===== config.mk =====
export PLATFORM = sky130hd
export DESIGN_NAME = leg_position_velocity_mode_control_core
export DESIGN_NICKNAME = d
export VERILOG_FILES = /design/src/hw/rtl/lpvm_pkg.sv /design/src/hw/rtl/lpvm_div.sv /design/src/hw/rtl/leg_position_velocity_mode_control_core.sv
export SDC_FILE = /design/constraint.sdc
export NUM_CORES = 1
export LEC_CHECK = 0
export BUFFER_PORTS_ARGS = -buffer_cell sky130_fd_sc_hd__buf_2
export CAP_MARGIN = 20
export CORE_MARGIN = 4
export CORE_UTILIZATION = 60
export CTS_CLUSTER_SIZE = 30
export DETAILED_ROUTE_END_ITERATION = 16
export PLACE_DENSITY = 0.76
export SLEW_MARGIN = 0
export SYNTH_ARGS = -nofsm -noshare
export SYNTH_HDL_FRONTEND = slang
export SYNTH_SLANG_ARGS = --single-unit

===== constraint.sdc =====
create_clock -name clk -period 15.9 [get_ports clk]
set_input_delay 3.18 -clock clk [delete_from_list [all_inputs] [get_ports clk]]
set_output_delay 3.18 -clock clk [all_outputs]
set_load 0.01 [all_outputs]

===== src/hw/rtl/lpvm_pkg.sv =====
// ----------------------------------------------------------------------------
// lpvm_pkg
// Shared types and constants for the leg position/velocity mode controller:
// field widths, register indexes and reset values, divider request/response.
// ----------------------------------------------------------------------------
package lpvm_pkg;

  localparam int LEG_W      = 3;
  localparam int ANGLE_W    = 16;
  localparam int VEL_W      = 16;
  localparam int CMD_W      = 17;
  localparam int CFG_W      = 16;
  localparam int CFG_IDX_W  = 2;

  // stream packing
  localparam int S_DATA_W   = 56;  // leg, measured_angle, ref_angle, ref_velocity + pad
  localparam int S_USER_W   = 1;   // position_mode
  localparam int M_DATA_W   = 24;  // leg_out, command_value + pad
  localparam int M_USER_W   = 2;   // to_position_controller, switch_request

  localparam int LEG_COUNT_DEFAULT = 6;

  // register indexes
  localparam logic [CFG_IDX_W-1:0] CFG_POSITION_WINDOW  = 2'd0;
  localparam logic [CFG_IDX_W-1:0] CFG_RAMP_WINDOW      = 2'd1;
  localparam logic [CFG_IDX_W-1:0] CFG_REF_CHANGE_LIMIT = 2'd2;

  localparam logic [CFG_W-1:0] POSITION_WINDOW_RST  = 16'd1274;
  localparam logic [CFG_W-1:0] RAMP_WINDOW_RST      = 16'd6372;
  localparam logic [CFG_W-1:0] REF_CHANGE_LIMIT_RST = 16'd36;

  // divider: 32-bit dividend whose quotient is known to fit 16 bits
  localparam int DIVIDEND_W = 32;
  localparam int QUOT_W     = 16;

  typedef struct packed {
    logic                  start;
    logic [DIVIDEND_W-1:0] dividend;
    logic [CFG_W-1:0]      divisor;
  } div_req_t;

  typedef struct packed {
    logic              busy;
    logic              done;
    logic [QUOT_W-1:0] quotient;
  } div_rsp_t;

endpackage


===== src/hw/rtl/lpvm_div.sv =====
// ----------------------------------------------------------------------------
// lpvm_div
// Restoring shift-subtract divider, one quotient bit per cycle. The caller
// guarantees the upper half of the dividend is below the divisor, so the
// quotient fits 16 bits and 16 steps are enough.
// ----------------------------------------------------------------------------
module lpvm_div (
  input  logic               clk,
  input  logic               rst,
  input  lpvm_pkg::div_req_t req,
  output lpvm_pkg::div_rsp_t rsp
);
  import lpvm_pkg::*;

  localparam int CNT_W = $clog2(QUOT_W + 1);

  logic [CFG_W-1:0]  rem;
  logic [QUOT_W-1:0] work;
  logic [CFG_W-1:0]  divisor;
  logic [CNT_W-1:0]  count;
  logic              busy;
  logic              done;

  logic [CFG_W:0]    shifted;
  logic [CFG_W:0]    trial;
  logic              fits;

  always_comb begin
    shifted = {rem, work[QUOT_W-1]};
    trial   = shifted - {1'b0, divisor};
    fits    = shifted >= {1'b0, divisor};
  end

  always_ff @(posedge clk) begin
    if (rst) begin
      busy  <= 1'b0;
      done  <= 1'b0;
      count <= '0;
    end else begin
      done <= 1'b0;
      if (req.start) begin
        rem     <= req.dividend[DIVIDEND_W-1:QUOT_W];
        work    <= req.dividend[QUOT_W-1:0];
        divisor <= req.divisor;
        count   <= CNT_W'(QUOT_W);
        busy    <= 1'b1;
      end else if (busy) begin
        rem   <= fits ? trial[CFG_W-1:0] : shifted[CFG_W-1:0];
        work  <= {work[QUOT_W-2:0], fits};
        count <= count - 1'b1;
        if (count == CNT_W'(1)) begin
          busy <= 1'b0;
          done <= 1'b1;
        end
      end
    end
  end

  assign rsp.busy     = busy;
  assign rsp.done     = done;
  assign rsp.quotient = work;

endmodule


===== src/hw/rtl/leg_position_velocity_mode_control_core.sv =====
// ----------------------------------------------------------------------------
// leg_position_velocity_mode_control_core
// Per-leg choice between position and velocity controller, with a ramped
// approach velocity computed by a shared iterative divider.
// ----------------------------------------------------------------------------
// Path: a beat is captured in ST_IDLE and evaluated in ST_EVAL; the ramp path
// then passes ST_MUL and ST_DIV (the divider) before ST_EMIT registers the
// output beat. Throughput: one tick at a time; the output register lets the
// next tick enter while a result waits.
// Reset (synchronous): all legs on the velocity controller, stored references
// zero, registers back to their defaults, output empty.
module leg_position_velocity_mode_control_core #(
  parameter int LEG_COUNT = lpvm_pkg::LEG_COUNT_DEFAULT
) (
  input  logic                            clk,
  input  logic                            rst,
  // leg, measured_angle, ref_angle, ref_velocity (lowest bit up), zero pad
  input  logic [lpvm_pkg::S_DATA_W-1:0]   s_tdata,
  // position_mode
  input  logic [lpvm_pkg::S_USER_W-1:0]   s_tuser,
  input  logic                            s_tvalid,
  output logic                            s_tready,
  // leg_out, command_value (lowest bit up), zero pad
  output logic [lpvm_pkg::M_DATA_W-1:0]   m_tdata,
  // to_position_controller, switch_request (lowest bit up)
  output logic [lpvm_pkg::M_USER_W-1:0]   m_tuser,
  output logic                            m_tvalid,
  input  logic                            m_tready,
  input  logic                            cfg_write,
  input  logic [lpvm_pkg::CFG_IDX_W-1:0]  cfg_index,
  input  logic [lpvm_pkg::CFG_W-1:0]      cfg_data
);
  import lpvm_pkg::*;

  localparam int LEG_IDX_W = (LEG_COUNT > 1) ? $clog2(LEG_COUNT) : 1;
  localparam int LEG_CMP_W = 5;

  typedef enum logic [2:0] {
    ST_IDLE,
    ST_EVAL,
    ST_MUL,
    ST_DIV,
    ST_EMIT
  } state_t;

  state_t state;

  // configuration
  logic [CFG_W-1:0] position_window;
  logic [CFG_W-1:0] ramp_window;
  logic [CFG_W-1:0] ref_change_limit;

  // per-leg state
  logic                position_active [LEG_COUNT];
  logic [ANGLE_W-1:0]  last_reference  [LEG_COUNT];

  // captured tick
  logic [LEG_W-1:0]    leg_q;
  logic [ANGLE_W-1:0]  meas_q;
  logic [ANGLE_W-1:0]  ref_q;
  logic [VEL_W-1:0]    vel_q;
  logic                pmode_q;

  // ramp path operands
  logic [VEL_W-1:0]    vel_mag;
  logic [ANGLE_W-1:0]  dist_q;
  logic                vel_neg;

  // pending result
  logic [LEG_W-1:0]    res_leg;
  logic [CMD_W-1:0]    res_value;
  logic                res_pos;
  logic                res_sw;

  div_req_t div_req;
  div_rsp_t div_rsp;

  // evaluation logic
  logic [LEG_IDX_W-1:0] leg_idx;
  logic                 leg_ok;
  logic                 pa;
  logic [ANGLE_W-1:0]   lr;
  logic [ANGLE_W:0]     diff_mr;
  logic [ANGLE_W-1:0]   abs_err;
  logic [ANGLE_W:0]     diff_lr;
  logic [ANGLE_W-1:0]   ref_move;
  logic                 near;
  logic                 moved;
  logic                 new_pa;
  logic                 sw;
  logic                 vel_pos;
  logic [ANGLE_W-1:0]   travel_err;
  logic                 need_div;
  logic [CMD_W-1:0]     value;
  logic [DIVIDEND_W-1:0] product;
  logic [CMD_W-1:0]     quot_ext;
  logic                 emit_go;

  assign leg_idx = LEG_IDX_W'(leg_q);
  assign leg_ok  = LEG_CMP_W'(leg_q) < LEG_CMP_W'(LEG_COUNT);

  always_comb begin
    pa       = position_active[leg_idx];
    lr       = last_reference[leg_idx];
    diff_mr  = {1'b0, meas_q} - {1'b0, ref_q};
    abs_err  = diff_mr[ANGLE_W] ? (~diff_mr[ANGLE_W-1:0] + 1'b1) : diff_mr[ANGLE_W-1:0];
    diff_lr  = {1'b0, lr} - {1'b0, ref_q};
    ref_move = diff_lr[ANGLE_W] ? (~diff_lr[ANGLE_W-1:0] + 1'b1) : diff_lr[ANGLE_W-1:0];
    near     = abs_err < position_window;
    moved    = ref_move > ref_change_limit;
    vel_pos  = !vel_q[VEL_W-1] && (vel_q != '0);
    // wrapped error in the direction of travel
    travel_err = vel_pos ? (~diff_mr[ANGLE_W-1:0] + 1'b1) : diff_mr[ANGLE_W-1:0];
    need_div = 1'b0;
    new_pa   = pa;
    sw       = 1'b0;
    value    = CMD_W'($signed(vel_q));
    if (pmode_q) begin
      if (near) begin
        new_pa = 1'b1;
        sw     = !pa;
        value  = {1'b0, ref_q};
      end else begin
        new_pa = pa && !moved;
        sw     = pa && moved;
        if (new_pa) begin
          value = {1'b0, ref_q};
        end else if (travel_err > ramp_window) begin
          value = CMD_W'($signed(vel_q));
        end else if (ramp_window == '0) begin
          value = '0;
        end else begin
          need_div = 1'b1;
        end
      end
    end
  end

  // single multiply ahead of the divider
  assign product  = DIVIDEND_W'(vel_mag) * DIVIDEND_W'(dist_q);
  assign quot_ext = {1'b0, div_rsp.quotient};

  always_comb begin
    div_req.start    = (state == ST_MUL);
    div_req.dividend = product;
    div_req.divisor  = ramp_window;
  end

  lpvm_div u_div (
    .clk (clk),
    .rst (rst),
    .req (div_req),
    .rsp (div_rsp)
  );

  assign s_tready = (state == ST_IDLE);
  assign emit_go  = (state == ST_EMIT) && (!m_tvalid || m_tready);

  always_ff @(posedge clk) begin
    if (rst) begin
      state            <= ST_IDLE;
      m_tvalid         <= 1'b0;
      position_window  <= POSITION_WINDOW_RST;
      ramp_window      <= RAMP_WINDOW_RST;
      ref_change_limit <= REF_CHANGE_LIMIT_RST;
      for (int i = 0; i < LEG_COUNT; i++) begin
        position_active[i] <= 1'b0;
        last_reference[i]  <= '0;
      end
    end else begin
      if (cfg_write) begin
        unique case (cfg_index)
          CFG_POSITION_WINDOW:  position_window  <= cfg_data;
          CFG_RAMP_WINDOW:      ramp_window      <= cfg_data;
          CFG_REF_CHANGE_LIMIT: ref_change_limit <= cfg_data;
          default: ;
        endcase
      end

      if (emit_go) begin
        m_tvalid <= 1'b1;
      end else if (m_tready) begin
        m_tvalid <= 1'b0;
      end

      unique case (state)
        ST_IDLE: begin
          if (s_tvalid) begin
            leg_q   <= s_tdata[LEG_W-1:0];
            meas_q  <= s_tdata[LEG_W +: ANGLE_W];
            ref_q   <= s_tdata[LEG_W+ANGLE_W +: ANGLE_W];
            vel_q   <= s_tdata[LEG_W+2*ANGLE_W +: VEL_W];
            pmode_q <= s_tuser[0];
            state   <= ST_EVAL;
          end
        end
        ST_EVAL: begin
          if (!leg_ok) begin
            state <= ST_IDLE;
          end else begin
            if (pmode_q) begin
              position_active[leg_idx] <= new_pa;
              last_reference[leg_idx]  <= ref_q;
            end
            res_leg   <= leg_q;
            res_value <= value;
            res_pos   <= new_pa;
            res_sw    <= sw;
            vel_neg   <= vel_q[VEL_W-1];
            vel_mag   <= vel_q[VEL_W-1] ? (~vel_q + 1'b1) : vel_q;
            dist_q    <= travel_err;
            state     <= need_div ? ST_MUL : ST_EMIT;
          end
        end
        ST_MUL: begin
          state <= ST_DIV;
        end
        ST_DIV: begin
          if (div_rsp.done) begin
            // truncation toward zero: divide magnitudes, then restore sign
            res_value <= vel_neg ? (~quot_ext + 1'b1) : quot_ext;
            state     <= ST_EMIT;
          end
        end
        ST_EMIT: begin
          if (emit_go) begin
            m_tdata  <= {{(M_DATA_W-LEG_W-CMD_W){1'b0}}, res_value, res_leg};
            m_tuser  <= {res_sw, res_pos};
            state    <= ST_IDLE;
          end
        end
        default: state <= ST_IDLE;
      endcase
    end
  end

endmodule

* After elaboration in Yosys (flattened, before gate mapping)
Memories as Yosys holds them, arrays and structs flattened. A register that Yosys moved wholly into a read port is not among the register bits. Index checks and enable logic that the tools add are counted.
Operators by class: add/sub/neg operators 8, multipliers 1, magnitude comparators 5, eq/ne operators 11, mux-type cells 55, bitwise gates (word level) 6, reduce and logical (&&, ||, !) cells 30
Operators by type and width (count):
- $mux 16 | 9
- $mux 17 | 8
- $add 16x1->16 const B | 3
- $not 16->16 | 3
- $pmux 17 s2 | 1
- $sub 16x16->17 | 2
- $gt 16x16->1 | 2
- $mul 16x16->32 | 1
- $mux 3 | 9
- $mux 1 | 24
- $add 17x1->17 const B | 1
- $ge 17x16->1 | 1
- $not 16->17 | 1
- $logic_not 16->1 | 1
- $lt 16x16->1 | 1
- $reduce_bool 16->1 | 1
- $reduce_or 16->1 | 1
- $sub 16x16->16 | 1
- $mux 15 | 1
- $pmux 3 s5 | 1
- $reduce_and 3->1 | 4
- $mux 5 | 2
- $reduce_and 2->1 | 5
- $eq 3x2->1 const B | 2
- 20 further kinds | 31
Storage, ports and cells: register bits after elaboration 236, memory bits (writable) 102, output and inout port bits 28, word-level logic and storage cells 145, memories kept 2
Memory list:
- last_reference | words 6, width 16, read ports 1, clocked after Yosys merged registers in 1, write ports 6, line leg_position_velocity_mode_control_core.sv:55 | logic [ANGLE_W-1:0] last_reference [LEG_COUNT];
- position_active | words 6, width 1, read ports 1, clocked after Yosys merged registers in 1, write ports 6, line leg_position_velocity_mode_control_core.sv:54 | logic position_active [LEG_COUNT];

* Longest topological paths before layout
Gate-level depths: netlist of run 1.
depth in word-level cells 13, depth in mapped cells 28, gate-level depth less buffers 24

* Cells and area by module
From an unflattened synthesis of run 1, not the netlist that was laid out.
Unflattened totals: cell total of the unflattened synthesis 2584, area total of the unflattened synthesis 27607.7 um2
Modules (own cells, without submodules):
- leg_position_velocity_mode_control_core | times used 1, cells an instance 2314, area an instance 24501.0 um2, seq. area each 9058.7 um2
- lpvm_div | times used 1, cells an instance 270, area an instance 3106.7 um2, seq. area each 1581.5 um2

* Least setup slack after synthesis of run 1
No wires, ideal clock.
path kind register to register, start register (tool-made name), end register res_value[10], data pin, library setup time 0.261 ns, data arrival time 6.401 ns, required time 15.639 ns, path slack 9.238 ns, cell stages (with the launch flop) 28, buffers on the path 3, cells stage by stage dfxtp_1 > buf_2 > buf_1 > mux4_2 > mux2i_1 > ha_1 > inv_1 > fa_1 > nand2_1 > nand2_1 > a211oi_1 > nor2_1 > or4_4 > or3b_4 > or3_4 > nand2_1 > xnor2_1 > ha_1 > and3_1 > nand3_1 > nor3_1 > a21oi_1 > o21a_1 > o32a_1 > o211a_1 > o21bai_1 > buf_2 > a221o_1
RTL lines:
- to (signal assigned) | line leg_position_velocity_mode_control_core.sv:206 | res_value <= value;
- to (signal assigned) | line leg_position_velocity_mode_control_core.sv:221 | res_value <= vel_neg ? (~quot_ext + 1'b1) : quot_ext;
- to (decl) | line leg_position_velocity_mode_control_core.sv:71 | logic [CMD_W-1:0] res_value;

==> results.tsv, run 1 <==
metric	value	unit
setup_viol	0	
dieArea	49200	µm²
drtAntennaViolNets	0	
worstHoldPathType	register to register	
hold_ws	418.8	ps
max_slew_margin	25.19	%
design_area	29940	µm²
area_delta_synth_final	9.146	%
clkPwrFrac	23.2	%
viasPerCell	5.862	
gr-total-overflow	0	
cp-end-kind	register	
p_sw	0.001613	W
coreArea	45280	µm²
min_period	7861	ps
placed_cell_area	28550	µm²
max_freq	0.1272	GHz
wl_per_cell	20.17	µm
ys_ff_latch	375	
p_int	0.002557	W
irDropWorstVdd	0.1988	mV
firstDrtPassIters	6	
synthArstFlopShare	0	%
io_pins	108	
cts_sinks	375	
dp_cells	3262	
synth.distinct_cells	89	
clk_path_buf_depth	3	
synthCells	2607	
drtIter0Drc	1546	
comb_power_share	49.0	%
fin_cells	3334	
cts_made_buffers	38	
cts.repair.resized	0	
p_seq_share	27.9	%
start_util	60.57	%
synth_edf_count	313	
synth_top_area_share	34.27	%
outcome	completed	
clock_latency	550	ps
post-synth-top-count-cell	nand2_1	
dp_hpwl	49760	µm
p_leak	13.07	nW
grt_pass1_vias	20280	
grt_pass1_wl	107000	µm
routabilityCongestion	0.9697	
utilization	66.11	%
die_width	221.8	µm
grt_start_max_net_pins	73	
drc	0	
nNetsFinal	3186	
clkTransAtPathRegs	60	ps
finClkSkew	27.60	ps
ys_seq_area_share	38.79	%
synth_warnings	0	
yosys-top-cells-count	nand2_1 (352), inv_1 (345), edfxtp_1 (313)	
clockRootBuffer	clkbuf_16	
multi_input_area	15260	µm²
synth.area.top_cells	edfxtp_1 (34%), fa_1 (14%), ha_1 (9.4%), nand2_1 (4.8%), inv_1 (4.7%)	
tightest_slew	1108	ps
cp_max_fo	34	
cap_viol_max_count	0	
antenna_found_initial	2	
fin_crit_sh	49.44	%
row_count	78	
fillers	3494	
startpoint_type	register	
path_class	register to register	
syn-cell-area	27430	µm²
drv_slew	0	
setup_tns	0	ps
synth_top_cell_by_area	edfxtp_1	
vias	19540	
final_layout_size_suffix_gt1_share	9.696	%
tritoncts	built	
finalHoldViolations	0	
required	16180	ps
seq_area	10640	µm²
io_buffers	98	
sw_frac_of_total	38.69	%
powerDensity	139.3	nW/µm²
die_h	221.8	µm
track_usage	27.26	%
critPathArrivalTime	8140	ps
rsz0062_at_grt	no	
wirelength	67240	µm
synth_area_per_cell	10.52	µm²
post-cts-setup-buffers	0	
cts_max_level	2	
cts_hold_buffers	0	
synthFlopType	edfxtp_1	
## placed cells by master (no fill, tap or decap), drive strengths merged, types with 9 or more instances in the layout
cell type and count:
and2 109, clkbuf 50, inv 345, and3 22, a21oi 100, nor4 10, a31oi 12, o31ai 10
a211oi 11, xor2 51, o21ai 84, xnor2 82, nand2b 15, nand3 16, nand2 352, mux2 18
fa 197, ha 206, a211o 17, nor2b 21, a221o 19, edfxtp 313, mux4 34, o211ai 9
nor3 18, mux2i 14, nand4 10, o21a 13, dfxtp 62, nor2 185, conb 38, buf 113
o21bai 12, or3 16, a21o 40
## critical path, stage by stage, from the launching register on
cell and delay, ps:
dfxtp_2 310, buf_4 530, mux4_2 600, mux2i_1 290
ha_1 250, inv_1 60, fa_1 450, a211oi_1 280
o21ai_0 180, a41o_2 360, o311ai_0 950, o21ai_0 270
xnor2_1 220, ha_1 310, and3_1 140, nand3_1 100
nor3_1 320, a21oi_1 120, o21a_1 160, o32a_1 470
o211a_1 260, o21bai_1 440, a221o_1 480
## routing by layer
metal / track usage (%) / part of all wire, %
met2: 47.51 / 50
met5: 0 / 0
met3: 3.178 / 6.8
met4: 11.32 / 4.4
met1: 34.90 / 38
## cell families (layout without fill, tap and decap cells)
logic type / count (synthesis) / after routing / synth area share [%]
compound gates: 372 / 372 / 9.054
buf+inv: 439 / 528 / 6.140
simple gates: 818 / 818 / 13.94
fa+ha+maj: 403 / 403 / 23.77
xor+xnor: 133 / 133 / 4.247
other cells: 1 / 39 / 0.01367
flops: 375 / 375 / 38.79
mux: 66 / 66 / 4.041
## worst paths after layout
path	from	end	slack [ps]	depth (start not counted)
hold / removal	res_leg[1]$_DFFE_PP_	m_tdata[1]$_DFFE_PP_	420	0
hold reg to reg	res_leg[1]$_DFFE_PP_	m_tdata[1]$_DFFE_PP_	420	0
setup / recovery	register	res_value[9]$_DFFE_PP_	8040	22
setup reg to reg	register	res_value[9]$_DFFE_PP_	8040	22
## stage by stage
stage | power (W) | worst slack [ps]
2_1_floorplan | 0.002697 | 9238
3_3_place_gp | 0.003140 | 8332
3_5_place_dp | 0.003196 | 8139
4_1_cts | 0.004180 | 8100
5_1_grt | 0.004490 | 7656
6_report | 0.004171 | 8039
## power by group through the flow
stage	clock, W	sequential, W	combinational (W)
detailed placement	0	0.00118	0.00201
global route	0.00102	0.00116	0.00231
global placement	0	0.00118	0.00196
finish	0.000967	0.00116	0.00204
floorplan	0	0.00115	0.00155
CTS	0.000977	0.00116	0.00204
## sequential cells by signal, indices dropped and copies added, names as in the netlist, 2 cells and up, named ones only
| signal | cells |
|---|---|
| last_reference | 128 |
| m_tdata | 20 |
| res_value | 17 |
| dist_q | 16 |
| meas_q | 16 |
| position_window | 16 |
| ramp_window | 16 |
| ref_change_limit | 16 |
| ref_q | 16 |
| u_div.divisor | 16 |
| u_div.rem | 16 |
| u_div.work | 16 |
| vel_mag | 16 |
| vel_q | 16 |
| position_active | 8 |
| u_div.count | 5 |
| leg_idx | 3 |
| res_leg | 3 |
| state | 3 |
| m_tuser | 2 |
## final cells by class
type                            instances  share of cell area, %
Timing Repair Buffer                  113                  2.056
Clock inverter                         20                 0.9612
Inverter                              345                  4.325
Clock buffer                           50                  3.615
Tap cell                              600                  2.508
Multi-Input combinational cell       1830                  50.98
Antenna cell                            1               0.008358
Sequential cell                       375                  35.54
(Power assumes the default switching activity.)
==> inputs of run 2 (changes only) <==
--- a/config.mk
+++ b/config.mk
@@ -5,6 +5,7 @@
 export SDC_FILE = /design/constraint.sdc
 export NUM_CORES = 1
 export LEC_CHECK = 0
+export ABC_AREA = 1
 export BUFFER_PORTS_ARGS = -buffer_cell sky130_fd_sc_hd__buf_2
 export CAP_MARGIN = 20
 export CORE_MARGIN = 4
==> constraint.sdc (replaced) <==
create_clock -name clk -period 7.5 [get_ports clk]
set_input_delay 1.5 -clock clk [delete_from_list [all_inputs] [get_ports clk]]
set_output_delay 1.5 -clock clk [all_outputs]
set_load 0.01 [all_outputs]
==> run 2 against run 1 <==
Effect of this change:
- sequential cell count did not move
- utilization fell by 0.061 points
- worst hold slack got worse by 4.5 ps
- synthesized cell count rose by 27%
- register-to-register slack got worse by 7200 ps
- die area rose by 3.7%
- global-route usage rose by 3.3 points
- power rose to 2.7 times the previous value
- clock skew fell by 7.3 ps
- setup slack got worse by 7200 ps
- routed wire length rose by 16%
- clock-buffer cell count fell by 1
- critical endpoint is now res_value[14]$_DFFE_PP_
- largest cell class unchanged
- largest power group unchanged
==> results.tsv, run 2 <==
metric	value	unit
outcome	completed	
irDropWorstVdd	0.5355	mV
worstHoldPathType	register to register	
critPathArrivalTime	6930	ps
area_delta_synth_final	8.373	%
viasPerCell	5.715	
grt_start_max_net_pins	57	
setup_viol	0	
final_layout_size_suffix_gt1_share	7.308	%
design_area	30880	µm²
synthArstFlopShare	0	%
layout_common_cells	nand2_1 (701), inv_1 (571), nor2_1 (351)	
drv_slew	0	
fin_cells	4028	
fin_crit_sh	88.50	%
die_h	225.9	µm
synth.distinct_cells	58	
post-synth-top-count-cell	nand2_1	
clockRootBuffer	clkbuf_16	
critical-path-slowest-cell	o21a_1	
path_class	register to register	
min_period	6637	ps
start_util	60.95	%
tightest_slew	1044	ps
coreArea	46750	µm²
fillers	3827	
tritoncts	built	
cts.repair.resized	0	
setup_tns	0	ps
max_freq	0.1507	GHz
cts_max_level	2	
clk_path_buf_depth	3	
p_leak	14.72	nW
rsz0062_at_grt	no	
nNetsFinal	3875	
synth_area_per_cell	8.586	µm²
comb_power_share	60.6	%
synth_top_cell_by_area	edfxtp_1	
max_slew_margin	30.19	%
largest_reg_flops	128	
cts_made_buffers	39	
cp_max_fo	52	
drtIter0Drc	2214	
antenna_cells	0	
row_count	79	
finClkSkew	20.33	ps
vias	23020	
p_int	0.005931	W
firstDrtPassIters	7	
top_regs	last_reference (128), m_tdata (20), res_value (17)	
critPathMaxStageDelay	500	ps
drtAntennaViolNets	0	
p_seq_share	21.9	%
syn-cell-area	28500	µm²
required	7790	ps
hold_ws	414.3	ps
gr-total-overflow	0	
layout_commonest_cell	nand2_1	
ys_seq_area_share	37.34	%
wl_per_cell	19.34	µm
io_buffers	98	
crit_top_cell	nand2_1	
io_pins	108	
p_sw	0.005412	W
synth_top_area_share	32.98	%
regMostFlops	last_reference	
drc	0	
synthCells	3319	
sw_frac_of_total	47.71	%
dieArea	51040	µm²
die_width	225.9	µm
synth_warnings	0	
ys_ff_latch	375	
powerDensity	367.3	nW/µm²
yosys-top-cells-count	nand2_1 (701), inv_1 (571), nor2_1 (352)	
placed_cell_area	29590	µm²
cap_viol_max_count	0	
synthFlopType	edfxtp_1	
wirelength	77890	µm
cts_hold_buffers	0	
clock_latency	560	ps
post-cts-setup-buffers	0	
antenna_found_initial	1	
clkPwrFrac	17.5	%
routabilityCongestion	0.9531	
cts_sinks	375	
grt_pass1_wl	120800	µm
synth.area.top_cells	edfxtp_1 (33%), fa_1 (14%), nand2_1 (9.2%), ha_1 (9.0%), inv_1 (7.5%)	
cp-end-kind	register	
finalHoldViolations	0	
track_usage	30.57	%
clkTransAtPathRegs	70	ps
dp_hpwl	59580	µm
grt_pass1_vias	22870	
synth_edf_count	313	
dp_cells	3958	
startpoint_type	register	
run 2: cell count changes after synthesis, sizes merged, moves of 58 or more:
| cell | before | now |
|---|---|---|
| a21oi | 100 | 158 |
| and2 | 109 | 2 |
| inv | 345 | 577 |
| nand2 | 352 | 711 |
| nand3 | 16 | 105 |
| nor2 | 185 | 360 |
| o21ai | 84 | 223 |
run 2: power groups by stage:
stage	registers [W]	logic, W	clock network (W)
6_report	0.00249	0.00688	0.00198
3_5_place_dp	0.00253	0.00681	0
3_3_place_gp	0.00252	0.00674	0
5_1_grt	0.00249	0.00765	0.00208
2_1_floorplan	0.00247	0.00482	0
4_1_cts	0.00248	0.00687	0.00201
run 2: cell type report:
| cell class | count | area (µm²) | area share (%) |
|---|---|---|---|
| Sequential cell | 375 | 10640 | 34.46 |
| Timing Repair Buffer | 131 | 750.7 | 2.431 |
| Multi-Input combinational cell | 2265 | 15260 | 49.41 |
| Clock buffer | 49 | 1055 | 3.415 |
| Clock inverter | 21 | 235.2 | 0.7617 |
| Tap cell | 607 | 759.5 | 2.459 |
| Inverter | 580 | 2182 | 7.066 |
run 2: logic make-up (layout without fill, tap and decap cells):
group | Yosys count | in the layout | share of synthesized area [%]
AND/OR/NAND/NOR | 1259 | 1259 | 18.10
multiplexers | 2 | 2 | 0.07903
AO/OA/AOI/OAI | 482 | 482 | 9.295
flip-flops | 375 | 375 | 37.34
buffers and inverters | 716 | 781 | 9.695
adder cells (fa/ha/maj) | 403 | 403 | 22.88
other | 1 | 38 | 0.01316
XOR/XNOR | 81 | 81 | 2.595
run 2: layer usage:
| metal | GRT usage [%] | part of all wire (%) | vias to the layer above |
|---|---|---|---|
| met2 | 50.49 | 47 | 1027 |
| met5 | 0 | 0.012 | - |
| li1 | - | - | 10730 |
| met1 | 39.91 | 40 | 11020 |
| met3 | 4.186 | 7.7 | 240 |
| met4 | 15.23 | 5.7 | 2 |
run 2: final timing paths:
check	start	to	slack, ps	cells past startpoint
max	register	res_value[14]$_DFFE_PP_	860	34
min	res_value[14]$_DFFE_PP_	m_tdata[17]$_DFFE_PP_	410	0
max reg2reg	register	res_value[14]$_DFFE_PP_	860	34
min reg2reg	res_value[14]$_DFFE_PP_	m_tdata[17]$_DFFE_PP_	410	0
run 2: stage by stage:
step	total power, W	worst slack (ps)	utilization (%)
final	0.01134	862.8	66.05
after global routing	0.01222	279.5	66.05
after CTS	0.01136	851.6	66.05
after detailed placement	0.009334	915.0	63.29
after global placement	0.009256	1095	63.29
after floorplan	0.007282	1428	-
run 2: critical path: cells and delay by family (launching register included):
kind | cells | cell delay [ps]
AO/OA/AOI/OAI | 7 | 2080
XOR/XNOR | 1 | 300
flip-flops | 1 | 350
AND/OR/NAND/NOR | 17 | 1710
buffers and inverters | 6 | 930
adder cells (fa/ha/maj) | 3 | 990
==> inputs of run 3 (changes only) <==
--- a/config.mk
+++ b/config.mk
@@ -6,7 +6,7 @@
 export NUM_CORES = 1
 export LEC_CHECK = 0
 export ABC_AREA = 1
-export BUFFER_PORTS_ARGS = -buffer_cell sky130_fd_sc_hd__buf_2
+export BUFFER_PORTS_ARGS = -buffer_cell sky130_fd_sc_hd__clkbuf_2
 export CAP_MARGIN = 20
 export CORE_MARGIN = 4
 export CORE_UTILIZATION = 60
@@ -16,4 +16,5 @@
 export SLEW_MARGIN = 0
 export SYNTH_ARGS = -nofsm -noshare
 export SYNTH_HDL_FRONTEND = slang
+export SYNTH_HIERARCHICAL = 1
 export SYNTH_SLANG_ARGS = --single-unit
==> run 3 against run 2 <==
Effect of this change:
- combinational power is 5.8% lower
- highest routed layer is now met4
- synthesized area is 3.1% higher
- critical path type unchanged
- setup slack better by 86 ps
- synthesized cell count is 6.2% higher
- largest cell class unchanged
- clock-buffer cell count is 2 higher
- critical endpoint is now res_value[6]$_DFFE_PP_
- routed wire length is 4.6% lower
==> results.tsv, run 3 <==
metric	value	unit
cts_hold_buffers	0	
fillers	4013	
nNetsFinal	4071	
syn-cell-area	29380	µm²
fin_crit_sh	87.35	%
clkTransAtPathRegs	60	ps
drv_slew	0	
required	7830	ps
drc	0	
finalHoldViolations	0	
area_delta_synth_final	8.309	%
cts_max_level	2	
critPathMaxStageDelay	650	ps
viasPerCell	5.505	
layout_common_cells	nand2_1 (856), inv_1 (630), nor2_1 (334)	
largest_reg_flops	128	
antenna_cells	0	
coreArea	48050	µm²
critical-path-slowest-cell	dfxtp_2	
antenna_found_initial	0	
top_regs	last_reference (128), m_tdata (20), res_value (17)	
min_period	6551	ps
path_class	register to register	
synth_warnings	6	
layout_commonest_cell	nand2_1	
drtAntennaViolNets	0	
dieArea	52570	µm²
grt_pass1_vias	23040	
critPathArrivalTime	6880	ps
irDropWorstVdd	0.3565	mV
worst_slack	948.7	ps
pre_cts_slack	1002	ps
wl_per_cell	17.55	µm
wirelength	74340	µm
powerDensity	348.4	nW/µm²
max_freq	0.1526	GHz
finClkSkew	45.02	ps
cts.repair.resized	0	
worstHoldPathType	register to register	
grt_pass1_wl	119700	µm
row_count	80	
start_util	61.15	%
routabilityCongestion	0.9647	
clk_path_buf_depth	3	
gr-total-overflow	0	
grt_start_max_net_pins	54	
track_usage	28.35	%
setup_viol	0	
p_leak	15.52	nW
outcome	completed	
tritoncts	built	
crit_top_cell	nand2_1	
synth_area_per_cell	8.334	µm²
tightest_slew	970.7	ps
cp_max_fo	42	
startpoint_type	register	
die_h	229.3	µm
cp-end-kind	register	
cts_sinks	375	
synthCells	3525	
rsz0062_at_grt	no	
post-cts-setup-buffers	0	
max_slew_margin	34.82	%
regMostFlops	last_reference	
clockRootBuffer	clkbuf_16	
clock_latency	600	ps
firstDrtPassIters	6	
cts_made_buffers	42	
setup_tns	0	ps
die_width	229.3	µm
vias	23330	
dp_hpwl	56760	µm
io_pins	108	
final_layout_size_suffix_gt1_share	7.869	%
cap_viol_max_count	0	
io_buffers	98	
drtIter0Drc	1945	
run 3: critical path: cells and delay by family, from the launching register on:
family,cells,cell delay [ps]
buffers and inverters,5,820
xor gates and xnor gates,1,140
AOI/OAI and AO/OA,7,1460
and+or+nand+nor,18,2170
DFF,1,650
adders and majority gates,3,1010
run 3: routing by layer:
| metal | wire length, µm | global-route usage [%] | up-vias | share of wire, % |
|---|---|---|---|---|
| met2 | 36050 | 48.37 | 884 | 48 |
| li1 | - | - | 11240 | - |
| met3 | 5629 | 4.647 | 165 | 7.6 |
| met4 | 2918 | 10.52 | 0 | 3.9 |
| met1 | 29740 | 36.63 | 11040 | 40 |
| met5 | 0 | 0 | - | 0 |
run 3: power by group:
part	internal, W	switching [W]	total (W)	leakage (nW)
Sequential	0.00239	0.000112	0.00250	3.53
Combinational	0.00240	0.00408	0.00648	11.3
Clock	0.00121	0.000892	0.00210	0.692
Total	0.00600	0.00509	0.0111	15.5
run 3: worst paths after layout:
| check | start | endpoint | slack (ps) | cells after the start |
|---|---|---|---|---|
| worst min register to register | res_value[1]$_DFFE_PP_ | m_tdata[4]$_DFFE_PP_ | 420 | 0 |
| worst max-delay path | register | res_value[6]$_DFFE_PP_ | 950 | 34 |
| worst max register to register | register | res_value[6]$_DFFE_PP_ | 950 | 34 |
| worst min-delay path | res_value[1]$_DFFE_PP_ | m_tdata[4]$_DFFE_PP_ | 420 | 0 |
run 3: through the flow:
stage / cells / total power (W) / hold slack (ps) / area [µm²] / utilization [%]
after floorplan: 3562 / 0.007304 / 400.3 / 29520 / -
after global placement: 4158 / 0.008801 / 403.6 / 30360 / 63.20
after detailed placement: 4158 / 0.008872 / 405.6 / 30360 / 63.20
after CTS: 4236 / 0.01106 / 419.5 / 31790 / 66.17
after global routing: 4237 / 0.01211 / 430.6 / 31820 / 66.23
final: 4237 / 0.01109 / 417.2 / 31820 / 66.23
run 3: area by class of cell:
class	instances	area, µm²	area share [%]
Inverter	642	2410	7.573
Multi-Input combinational cell	2406	15890	49.93
Clock inverter	27	322.8	1.015
Tap cell	615	769.5	2.418
Clock buffer	51	1105	3.472
Sequential cell	375	10640	33.44
Timing Repair Buffer	121	683.2	2.147
